## src/slfd_pkg.sv

```systemverilog
// Shared types and constants for the sync-byte, length-prefixed frame receiver.
package slfd_pkg;

  localparam logic [7:0]  FRAME_SYNC    = 8'h80;
  localparam logic [15:0] TIMEOUT_RESET = 16'd100;
  localparam logic [8:0]  HEADER_BYTES  = 9'd2;
  localparam logic [15:0] ELAPSED_MAX   = 16'hFFFF;

  typedef enum logic {
    KIND_BYTE = 1'b0,
    KIND_TICK = 1'b1
  } item_kind_t;

  typedef struct packed {
    item_kind_t  kind;
    logic [7:0]  rx_byte;
    logic        buffer_available;
  } in_item_t;

  typedef struct packed {
    logic        valid;
    logic [8:0]  position;
    logic [7:0]  byte_value;
    logic        frame_done;
    logic [8:0]  total_length;
  } result_t;

endpackage

```

## src/slfd_in_stage.sv

```systemverilog
// Input register stage holding one item ahead of the frame logic.
module slfd_in_stage (
  input  logic              clk,
  input  logic              rst_n,
  input  logic              in_tvalid,
  output logic              in_tready,
  input  logic [15:0]       in_tdata,   // rx_byte [7:0], buffer_available [8]
  input  logic              in_tuser,   // kind
  input  logic              advance,
  output logic              item_valid,
  output slfd_pkg::in_item_t item
);
  import slfd_pkg::*;

  logic     s1_v_r;
  logic     s1_v_nxt;
  in_item_t item_r;

  assign in_tready = !s1_v_r || advance;

  always_comb begin
    s1_v_nxt = s1_v_r;
    if (in_tready) begin
      s1_v_nxt = in_tvalid;
    end
  end

  always_ff @(posedge clk) begin
    if (!rst_n) begin
      s1_v_r <= 1'b0;
    end else begin
      s1_v_r <= s1_v_nxt;
    end
  end

  always_ff @(posedge clk) begin
    if (in_tvalid && in_tready) begin
      item_r.kind             <= item_kind_t'(in_tuser);
      item_r.rx_byte          <= in_tdata[7:0];
      item_r.buffer_available <= in_tdata[8];
    end
  end

  assign item_valid = s1_v_r;
  assign item       = item_r;

endmodule

```

## src/slfd_frame_ctl.sv

```systemverilog
// Frame position tracking, timeout and completion logic with its state registers.
module slfd_frame_ctl (
  input  logic               clk,
  input  logic               rst_n,
  input  logic               cfg_wr_en,
  input  logic [15:0]        cfg_wr_data,
  input  logic               item_valid,
  input  slfd_pkg::in_item_t item,
  input  logic               commit,
  output slfd_pkg::result_t  res
);
  import slfd_pkg::*;

  logic [15:0] timeout_r;
  logic [8:0]  idx_r, idx_nxt;
  logic [8:0]  exp_r, exp_nxt;
  logic        open_r, open_nxt;
  logic [15:0] elapsed_r, elapsed_nxt;

  logic        timed_out;
  logic [8:0]  pos;
  logic [8:0]  pos_inc;
  logic [8:0]  exp_eff;
  logic        done;

  always_comb begin
    idx_nxt     = idx_r;
    exp_nxt     = exp_r;
    open_nxt    = open_r;
    elapsed_nxt = elapsed_r;
    res         = '0;
    timed_out   = open_r && (elapsed_r > timeout_r);
    pos         = timed_out ? 9'd0 : idx_r;
    pos_inc     = pos + 9'd1;
    exp_eff     = (pos == 9'd1) ? (HEADER_BYTES + {1'b0, item.rx_byte}) : exp_r;
    done        = (pos_inc >= HEADER_BYTES) && (pos_inc == exp_eff);

    if (item.kind == KIND_TICK) begin
      if (open_r && (elapsed_r != ELAPSED_MAX)) begin
        elapsed_nxt = elapsed_r + 16'd1;
      end
    end else if (!item.buffer_available) begin
      idx_nxt = '0;
    end else begin
      if (timed_out) begin
        idx_nxt     = '0;
        open_nxt    = 1'b0;
        elapsed_nxt = '0;
      end
      if ((pos != 9'd0) || (item.rx_byte == FRAME_SYNC)) begin
        if (pos == 9'd0) begin
          open_nxt    = 1'b1;
          elapsed_nxt = '0;
        end
        exp_nxt = exp_eff;
        idx_nxt = pos_inc;
        if (done) begin
          idx_nxt     = '0;
          open_nxt    = 1'b0;
          elapsed_nxt = '0;
        end
        res.valid        = item_valid;
        res.position     = pos;
        res.byte_value   = item.rx_byte;
        res.frame_done   = done;
        res.total_length = done ? exp_eff : 9'd0;
      end
    end
  end

  always_ff @(posedge clk) begin
    if (!rst_n) begin
      timeout_r <= TIMEOUT_RESET;
      idx_r     <= '0;
      exp_r     <= '0;
      open_r    <= 1'b0;
      elapsed_r <= '0;
    end else begin
      if (cfg_wr_en) begin
        timeout_r <= cfg_wr_data;
      end
      if (commit) begin
        idx_r     <= idx_nxt;
        exp_r     <= exp_nxt;
        open_r    <= open_nxt;
        elapsed_r <= elapsed_nxt;
      end
    end
  end

`ifndef SYNTHESIS
  a_idx_needs_open: assert property (@(posedge clk) disable iff (!rst_n)
    (idx_r != 9'd0) |-> open_r)
    else $error("byte index set while no frame is open");

  a_closed_timer_idle: assert property (@(posedge clk) disable iff (!rst_n)
    !open_r |-> (elapsed_r == 16'd0))
    else $error("elapsed counter running while no frame is open");

  a_done_last_pos: assert property (@(posedge clk) disable iff (!rst_n)
    (res.valid && res.frame_done) |-> ((res.position + 9'd1) == res.total_length))
    else $error("completing item is not at the last position");

  a_start_is_sync: assert property (@(posedge clk) disable iff (!rst_n)
    (res.valid && (res.position == 9'd0)) |-> (res.byte_value == FRAME_SYNC))
    else $error("frame started by a byte other than the sync byte");
`endif

endmodule

```

## src/slfd_out_reg.sv

```systemverilog
// Output register holding one result item until the sink takes it.
module slfd_out_reg (
  input  logic              clk,
  input  logic              rst_n,
  input  slfd_pkg::result_t res,
  input  logic              load,
  output logic              out_free,
  output logic              out_tvalid,
  input  logic              out_tready,
  output logic [31:0]       out_tdata,
  output logic              out_tlast
);
  import slfd_pkg::*;

  logic    out_v_r;
  logic    out_v_nxt;
  result_t res_r;

  assign out_free = !out_v_r || out_tready;

  always_comb begin
    out_v_nxt = out_v_r;
    if (out_free) begin
      out_v_nxt = load;
    end
  end

  always_ff @(posedge clk) begin
    if (!rst_n) begin
      out_v_r <= 1'b0;
    end else begin
      out_v_r <= out_v_nxt;
    end
  end

  always_ff @(posedge clk) begin
    if (load && out_free) begin
      res_r <= res;
    end
  end

  assign out_tvalid = out_v_r;
  assign out_tdata  = {6'd0, res_r.total_length, res_r.byte_value, res_r.position};
  assign out_tlast  = res_r.frame_done;

endmodule

```

## src/sync_length_frame_deframer_core.sv

```systemverilog
// Top level of the sync-byte, length-prefixed frame receiver.
// Each item is either a received byte or one timer tick; frames are the sync
// byte 0x80, a length byte L and L further bytes. Every byte taken into a frame
// comes out with its position, and the final byte raises tlast and carries the
// frame length L+2. Items pass through an input register, the combinational frame
// logic and an output register, so one item is taken per cycle and a result
// is offered once the output register has loaded it; the output register alone sets
// the pace when the sink stalls. The timeout register is written through cfg_wr_en.
module sync_length_frame_deframer_core (
  input  logic        clk,
  input  logic        rst_n,
  input  logic        cfg_wr_en,
  input  logic [15:0] cfg_wr_data,   // timeout_ticks
  input  logic        in_tvalid,
  output logic        in_tready,
  input  logic [15:0] in_tdata,      // rx_byte [7:0], buffer_available [8], zero [15:9]
  input  logic        in_tuser,      // kind
  output logic        out_tvalid,
  input  logic        out_tready,
  output logic [31:0] out_tdata,     // position [8:0], byte_value [16:9],
                                     // total_length [25:17], zero [31:26]
  output logic        out_tlast      // frame_done
);
  import slfd_pkg::*;

  in_item_t item;
  logic     item_valid;
  result_t  res;
  logic     out_free;
  logic     advance;

  assign advance = item_valid && (!res.valid || out_free);

  slfd_in_stage u_in (
    .clk        (clk),
    .rst_n      (rst_n),
    .in_tvalid  (in_tvalid),
    .in_tready  (in_tready),
    .in_tdata   (in_tdata),
    .in_tuser   (in_tuser),
    .advance    (advance),
    .item_valid (item_valid),
    .item       (item)
  );

  slfd_frame_ctl u_ctl (
    .clk         (clk),
    .rst_n       (rst_n),
    .cfg_wr_en   (cfg_wr_en),
    .cfg_wr_data (cfg_wr_data),
    .item_valid  (item_valid),
    .item        (item),
    .commit      (advance),
    .res         (res)
  );

  slfd_out_reg u_out (
    .clk        (clk),
    .rst_n      (rst_n),
    .res        (res),
    .load       (advance && res.valid),
    .out_free   (out_free),
    .out_tvalid (out_tvalid),
    .out_tready (out_tready),
    .out_tdata  (out_tdata),
    .out_tlast  (out_tlast)
  );

endmodule
```

## config.mk

```make
export PLATFORM = sky130hd
export DESIGN_NAME = sync_length_frame_deframer_core
export DESIGN_NICKNAME = d
export VERILOG_FILES = /design/src/slfd_pkg.sv /design/src/slfd_in_stage.sv /design/src/slfd_frame_ctl.sv /design/src/slfd_out_reg.sv /design/src/sync_length_frame_deframer_core.sv
export SDC_FILE = /design/constraint.sdc
export NUM_CORES = 1
export LEC_CHECK = 0
export BUFFER_PORTS_ARGS = -buffer_cell sky130_fd_sc_hd__buf_2
export CAP_MARGIN = 5
export CELL_PAD_IN_SITES_DETAIL_PLACEMENT = 1
export CELL_PAD_IN_SITES_GLOBAL_PLACEMENT = 2
export CORE_UTILIZATION = 36
export DETAILED_ROUTE_END_ITERATION = 8
export GPL_ROUTABILITY_DRIVEN = 0
export PLACE_DENSITY = 0.89
export SETUP_SLACK_MARGIN = 0.05
export SLEW_MARGIN = 20
export SYNTH_ARGS = -nofsm -noshare
export SYNTH_HDL_FRONTEND = slang
export SYNTH_HIERARCHICAL = 1
export SYNTH_SLANG_ARGS = --single-unit
```

## constraint.sdc

```tcl
create_clock -name clk -period 6.5 [get_ports clk]
set_clock_uncertainty 0.15 [all_clocks]
set_input_delay 0.975 -clock clk [delete_from_list [all_inputs] [get_ports clk]]
set_output_delay 0.975 -clock clk [all_outputs]
set_load 0.05 [all_outputs]
```

==> results of run 1 <==
==> where the power goes <==
| group | internal [mW] | switching, mW |
|---|---|---|
| clock network | 0.308 | 0.214 |
| registers | 0.596 | 0.0102 |
| logic | 0.0304 | 0.0493 |
==> layout make-up <==
cell class	instances	area share, %
clock inverter	3	0.6798
timing repair buffer	67	6.034
clock buffer	13	4.249
multi-input combinational	417	46.55
sequential	90	36.88
inverter	28	1.785
tap	180	3.824
==> sequential cells by signal (all words and copies together) (netlist names), 9 cells and up <==
register / cells
u_ctl/elapsed_r: 16
u_ctl/exp_r: 9
u_ctl/idx_r: 9
u_ctl/timeout_r: 16
u_in/item: 10
u_out/out_tdata: 26
==> synthesized netlist by cell type, types with 3 or more instances <==
cell                        n  area [um^2]
sky130_fd_sc_hd__dfxtp_1   53         1061
sky130_fd_sc_hd__nand2_1   53        198.9
sky130_fd_sc_hd__edfxtp_1  37         1111
sky130_fd_sc_hd__nor2_1    34        127.6
sky130_fd_sc_hd__o21ai_0   33        165.2
sky130_fd_sc_hd__nand3_1   31        155.2
sky130_fd_sc_hd__inv_1     26        97.59
sky130_fd_sc_hd__and2_1    24        150.1
sky130_fd_sc_hd__ha_1      21        262.8
sky130_fd_sc_hd__nor2b_1   21        131.4
sky130_fd_sc_hd__a21oi_1   20        100.1
sky130_fd_sc_hd__and3_1    19        118.9
sky130_fd_sc_hd__mux2i_1   19        190.2
sky130_fd_sc_hd__clkbuf_1  18        67.56
sky130_fd_sc_hd__a22o_1    14        122.6
sky130_fd_sc_hd__o31ai_1   12        90.09
sky130_fd_sc_hd__nand4_1   11        68.82
sky130_fd_sc_hd__o211ai_1  10        75.07
sky130_fd_sc_hd__buf_4      9        67.56
sky130_fd_sc_hd__xor2_1     8        70.07
sky130_fd_sc_hd__a31oi_1    6        37.54
sky130_fd_sc_hd__nor3_1     6        30.03
sky130_fd_sc_hd__o21ai_1    5        25.02
sky130_fd_sc_hd__xnor2_1    5        43.79
sky130_fd_sc_hd__a211oi_1   4        30.03
sky130_fd_sc_hd__a21o_1     4        30.03
sky130_fd_sc_hd__a32o_1     4        40.04
sky130_fd_sc_hd__buf_2      4        20.02
sky130_fd_sc_hd__a21oi_2    3        26.28
sky130_fd_sc_hd__a32oi_1    3        26.28
sky130_fd_sc_hd__buf_6      3        33.78
==> metal layers <==
layer | GRT usage [%] | vias up | wire length (um) | part of all wire (%)
li1 | - | 2139 | - | -
met1 | 22.91 | 2157 | 5929 | 41
met2 | 37.36 | 101 | 7576 | 53
met3 | 4.775 | 17 | 610 | 4.3
met4 | 6.707 | 0 | 232 | 1.6
met5 | 0 | - | 0 | 0
==> critical path, stage by stage, from the launching register on <==
cell and delay, ps:
sky130_fd_sc_hd__dfxtp_1 520, sky130_fd_sc_hd__ha_1 320, sky130_fd_sc_hd__a21oi_1 150, sky130_fd_sc_hd__o21ai_1 70, sky130_fd_sc_hd__a221oi_1 570, sky130_fd_sc_hd__a31o_2 470, sky130_fd_sc_hd__nand2_1 190, sky130_fd_sc_hd__inv_1 120
sky130_fd_sc_hd__ha_1 560, sky130_fd_sc_hd__inv_1 280, sky130_fd_sc_hd__a21oi_2 520, sky130_fd_sc_hd__mux2_2 430, sky130_fd_sc_hd__a311oi_2 410, sky130_fd_sc_hd__a21oi_1 130, sky130_fd_sc_hd__nand4_1 440, sky130_fd_sc_hd__inv_2 60
sky130_fd_sc_hd__and3_1 200
==> cell usage in the layout (no fill, tap or decap), types with 3 or more instances in the layout <==
cell	Yosys	layout
sky130_fd_sc_hd__o21ai_1	5	5
sky130_fd_sc_hd__mux2i_1	19	19
sky130_fd_sc_hd__nor2b_1	21	21
sky130_fd_sc_hd__and2_1	24	24
sky130_fd_sc_hd__nand2_1	53	53
sky130_fd_sc_hd__buf_4	9	8
sky130_fd_sc_hd__a21oi_2	3	3
sky130_fd_sc_hd__xor2_1	8	8
sky130_fd_sc_hd__a31oi_1	6	6
sky130_fd_sc_hd__ha_1	21	21
sky130_fd_sc_hd__a32oi_1	3	3
sky130_fd_sc_hd__xnor2_1	5	5
sky130_fd_sc_hd__conb_1	1	6
sky130_fd_sc_hd__buf_2	4	59
sky130_fd_sc_hd__clkbuf_1	18	3
sky130_fd_sc_hd__nor2_1	34	34
sky130_fd_sc_hd__a211oi_1	4	4
sky130_fd_sc_hd__edfxtp_1	37	37
sky130_fd_sc_hd__nor3_1	6	6
sky130_fd_sc_hd__o31ai_1	12	12
sky130_fd_sc_hd__a21oi_1	20	20
sky130_fd_sc_hd__dfxtp_1	53	53
sky130_fd_sc_hd__nand3_1	31	31
sky130_fd_sc_hd__o211ai_1	10	10
sky130_fd_sc_hd__inv_1	26	26
sky130_fd_sc_hd__a22o_1	14	14
sky130_fd_sc_hd__clkbuf_16	0	9
sky130_fd_sc_hd__nand4_1	11	11
sky130_fd_sc_hd__a32o_1	4	4
sky130_fd_sc_hd__and3_1	19	19
sky130_fd_sc_hd__o21ai_0	33	33
sky130_fd_sc_hd__a21o_1	4	4
==> logic make-up after synthesis <==
logic type      count (synthesis)  share of synthesized area (%)
simple gates                  218                          22.11
compound gates                139                          19.15
xor+xnor                       13                          2.194
flops                          90                          41.86
fa+ha+maj                      21                          5.064
other cells                     1                        0.07227
buf+inv                        62                          5.666
mux                            20                          3.882
==> through the flow <==
step / total power [mW] / setup WS [ps]
final: 1.207 / 631.5
after floorplan: 0.6738 / 1905
after CTS: 1.224 / 747.3
after detailed placement: 0.6995 / 779.8
after global routing: 1.248 / 376.2
after global placement: 0.6953 / 991.2
==> worst min path at each step <==
stage                          to  slack, ps  depth (start not counted)
2_1_floorplan  u_ctl/timeout_r[2]        310                          2
3_3_place_gp   u_ctl/timeout_r[5]        340                          2
3_5_place_dp   u_ctl/timeout_r[6]        340                          2
4_1_cts        u_ctl/timeout_r[6]        340                          2
5_1_grt        u_ctl/timeout_r[6]        380                          2
6_report       u_ctl/timeout_r[6]        340                          2
==> impl_metrics.yaml, run 1 <==
outcome:
  outcome: "complete, no violations"
power_and_ir_drop:
  p_per_area_mw_per_mm2: 205.0
  leakage_power_nw: 2.324
  vdd.ir_drop.worst_mv: 0.1512
final_layout:
  final_core_util_pct: 42.10
  finalInstanceArea_mm2: 0.005889
  final_cells: 798
  design.final.nets: 672
  layout.filler_cells: 1654
  register_area_mm2: 0.002172
  multi_input_gate_area_in_the_final_layout_mm2: 0.002741
  layout-area-overhead-vs-synth_pct: 13.50
  final_layout_size_suffix_gt1_share_pct: 16.83
  antenna_cells_inserted: 0
critical_path:
  setup.worst_path.start: "u_ctl/elapsed_r[5]"
  reg2reg_setup_slack_ps: 630
  crit_type: "flop to flop"
  end_kind: "flop"
  crit_arrival_ps: 5820
  worst_r2r_startpoint: "u_ctl/elapsed_r[5]"
  r2r.worst_path.cells: 16
  worst-endpoint-required_ps: 6450
  reg2reg_capture_point: "u_out/out_tdata[18]"
  crit_path_start_kind: "flop"
  timing.critical_path.fanout_max: 16
  crit_path_to: "u_out/out_tdata[18]"
timing:
  worst_hold_slack_ps: 340.3
  fmaxAchievable_mhz: 170.4
  slew_violations: 0
  tns_ps: 0
  fin_crit_sh_pct: 90.28
  worst_slew_pin_slew_ps: 823.3
  grt_setup_unrepaired: "false"
  final_period_minus_worst_setup_slack_ps: 5869
  headroom_to_the_max_slew_limit_pct: 45.11
  final_setup_vio_count: 0
  finalHoldViolCount: 0
die:
  io_pins: 73
  fp.dieH_um: 122.1
  die_area_mm2: 0.01490
  start_util_pct: 37.09
  rows: 43
  placeableCoreArea_mm2: 0.01399
  die_width_um: 122.1
logic_synthesis:
  synth_cell_types: 66
  synth-edff-count: 37
  synth_seq_area_share_pct: 41.86
  ys_warn_count: 6
  postSynth.asyncResetShare_pct: 0
  synth-seq-cells: 90
  synthesis.instances: 564
  syn_avg_cell_area_um2: 9.200
  synthFlopType: "sky130_fd_sc_hd__dfxtp_1"
  synthesis.area_mm2: 0.005189
clock_tree:
  clk_buf_depth: 2
  post_cts_hold_buffer_count: 0
  tritoncts_num_sinks: 90
  path_clk_slew_ps: 60
  cts_setup_buffers: 0
  cts-buffers-inserted: 9
  post_cts_resized: 0
  tritoncts: "yes"
  h-tree-depth: 3
  clkLatencyLatePin_ps: 350
  clk_root_buffer_cell: "sky130_fd_sc_hd__clkbuf_16"
place:
  detailed_place_hpwl_um: 10410
  dpl_cell_area_mm2: 0.005599
  dpl.cell_count: 782
  io_buffers: 59
routing:
  vias_per_cell: 5.531
  route.antenna.remaining_nets: 0
  routed_wire_length_per_instance_um: 17.98
  routed_wl_um: 14350
  drtPass1Iterations: 4
  vias: 4414
  remaining_drc_errors: 0
  detailedRoute.firstIterationViolations: 219
job:
  max_cap_violations: 0
min_path:
  worstHoldPathType: "flop to flop"
  holdCritStartpoint: "u_ctl/timeout_r[6]"
grt:
  grt_pass1_vias: 4543
  initial_antenna_violation_count: 0
  grt-ovfl-total: 0
  grt_start_max_net_pins: 50
  first_pass_grt_wire_length_um: 23140
  track_usage_pct: 20.34
(Power assumes the default switching activity.)
==> inputs of run 2 (changes only) <==
--- a/config.mk
+++ b/config.mk
@@ -12,7 +12,7 @@
 export CORE_UTILIZATION = 36
 export DETAILED_ROUTE_END_ITERATION = 8
 export GPL_ROUTABILITY_DRIVEN = 0
-export PLACE_DENSITY = 0.89
+export PLACE_DENSITY_LB_ADDON = 0.12
 export SETUP_SLACK_MARGIN = 0.05
 export SLEW_MARGIN = 20
 export SYNTH_ARGS = -nofsm -noshare
==> run 2 against run 1 <==
  * Combinational power up 2%
  * Via count is 1.4% lower
  * Wire length increased by 2.6%
  * Worst setup slack better by 520 ps
  * Sequential share of layout area decreased by 0.086 points
  * Global-route usage up 0.85 points
  * Power shrank 0.16%
  * Critical path type unchanged
  * Largest cell class unchanged
  * Largest power group unchanged
==> impl_metrics.yaml, run 2 (synthesized netlist as in run 1, its figures left out) <==
routing:
  route.antenna.remaining_nets: 0
  detailedRoute.firstIterationViolations: 168
  vias_per_cell: 5.446
  drtPass1Iterations: 4
  routed_wl_um: 14720
  routed_wire_length_per_instance_um: 18.43
  vias: 4351
  remaining_drc_errors: 0
critical_path:
  worst-endpoint-required_ps: 6450
  worst_path_max_delay_cell: "sky130_fd_sc_hd__ha_1"
  crit_type: "flop to flop"
  crit_path_to: "u_out/out_tdata[18]"
  worst_r2r_startpoint: "u_ctl/elapsed_r[5]"
  r2r.worst_path.cells: 17
  crit_path_max_incr_delay_ps: 520
  crit_chain: "ha_1, a21oi_1, o21ai_1, a221oi_1, a31o_2, nand2_1, inv_1, ha_1, inv_1, a21oi_2, buf_4, mux2_2, a311oi_2, a21oi_1, nand4_1, inv_2, and3_1"
  end_kind: "flop"
  crit_arrival_ps: 5290
  reg2reg_setup_slack_ps: 1160
  timing.critical_path.fanout_max: 15
  reg2reg_capture_point: "u_out/out_tdata[18]"
  setup.worst_path.start: "u_ctl/elapsed_r[5]"
  crit_path_start_kind: "flop"
timing:
  worst_hold_slack_ps: 359.9
  headroom_to_the_max_slew_limit_pct: 31.33
  finalHoldViolCount: 0
  worst_slew_pin_slew_ps: 1023
  slew_violations: 0
  final_setup_vio_count: 0
  final_period_minus_worst_setup_slack_ps: 5345
  grt_setup_unrepaired: "false"
  fin_crit_sh_pct: 82.22
  tns_ps: 0
  fmaxAchievable_mhz: 187.1
  worst_slack_ps: 1155
final_layout:
  antenna_cells_inserted: 0
  layout-area-overhead-vs-synth_pct: 13.77
  design.final.nets: 673
  mostFrequentLayoutCells: "59 x sky130_fd_sc_hd__buf_2, 53 x sky130_fd_sc_hd__nand2_1, 53 x sky130_fd_sc_hd__dfxtp_1, 37 x sky130_fd_sc_hd__edfxtp_1, 34 x sky130_fd_sc_hd__nor2_1"
  final_common_cell: "sky130_fd_sc_hd__buf_2"
  multi_input_gate_area_in_the_final_layout_mm2: 0.002741
  final_layout_size_suffix_gt1_share_pct: 17.45
  layout.filler_cells: 1663
  register_area_mm2: 0.002172
  max_ffs_per_register: 26
die:
  placeableCoreArea_mm2: 0.01399
  die_area_mm2: 0.01490
  die_width_um: 122.1
  fp.dieH_um: 122.1
  io_pins: 73
  rows: 43
  start_util_pct: 37.09
power_and_ir_drop:
  p_per_area_mw_per_mm2: 204.2
  vdd.ir_drop.worst_mv: 0.1157
  leakage_power_nw: 2.335
clock_tree:
  clkLatencyLatePin_ps: 350
  clk_buf_depth: 2
  post_cts_hold_buffer_count: 0
  clk_root_buffer_cell: "sky130_fd_sc_hd__clkbuf_16"
  tritoncts_num_sinks: 90
  cts-buffers-inserted: 9
  h-tree-depth: 3
  path_clk_slew_ps: 70
  cts_setup_buffers: 0
  tritoncts: "yes"
  post_cts_resized: 0
min_path:
  holdCritStartpoint: "u_ctl/timeout_r[2]"
  worstHoldPathType: "flop to flop"
  hold_depth: 2
grt:
  track_usage_pct: 21.19
  grt_start_max_net_pins: 50
  first_pass_grt_wire_length_um: 23960
  initial_antenna_violation_count: 0
  grt_pass1_vias: 4579
  grt-ovfl-total: 0
place:
  detailed_place_hpwl_um: 10850
  io_buffers: 59
  pre_cts_ws_ps: 1139
job:
  max_cap_violations: 0
outcome:
  outcome: "complete, no violations"
## run 2: per-layer routing
layer	share of wire, %	track usage [%]
met5	0	0
met1	43	23.37
met2	54	40.47
met3	1.9	3.652
met4	1.7	7.088
## run 2: critical path, delay by kind of cell (launching register included)
| kind | cells | cell delay [ps] |
|---|---|---|
| AND/OR/NAND/NOR | 3 | 770 |
| multiplexers | 1 | 380 |
| flip-flops | 1 | 490 |
| adder cells (fa/ha/maj) | 2 | 830 |
| buffers and inverters | 4 | 690 |
| AO/OA/AOI/OAI | 7 | 1780 |
## run 2: cell type report
type	count	share of cell area [%]
timing repair buffer	68	6.147
multi-input combinational	417	46.44
tap	180	3.815
sequential	90	36.80
clock buffer	10	4.239
clock inverter	6	0.7842
inverter	28	1.780
## run 2: worst min path at each step
stage | endpoint | slack, ps
finish | u_ctl/timeout_r[2] | 360
detailed placement | u_ctl/timeout_r[4] | 360
global placement | u_ctl/elapsed_r[0] | 340
CTS | u_ctl/timeout_r[2] | 370
global route | u_ctl/timeout_r[2] | 390
floorplan | u_ctl/timeout_r[2] | 310
## run 2: through the flow
step	total power [mW]	instance area, um^2	instances	utilization (%)
floorplan	0.6738	5207	569	-
global placement	0.6975	5607	783	40.08
detailed placement	0.7009	5607	783	40.08
CTS	1.224	5903	799	42.20
global route	1.246	5903	799	42.20
finish	1.205	5903	799	42.20
## run 2: power breakdown
| part | switching, mW | total [mW] | internal, mW |
|---|---|---|---|
| Sequential | 0.00965 | 0.606 | 0.596 |
| Combinational | 0.0510 | 0.0816 | 0.0306 |
| Clock | 0.233 | 0.518 | 0.285 |
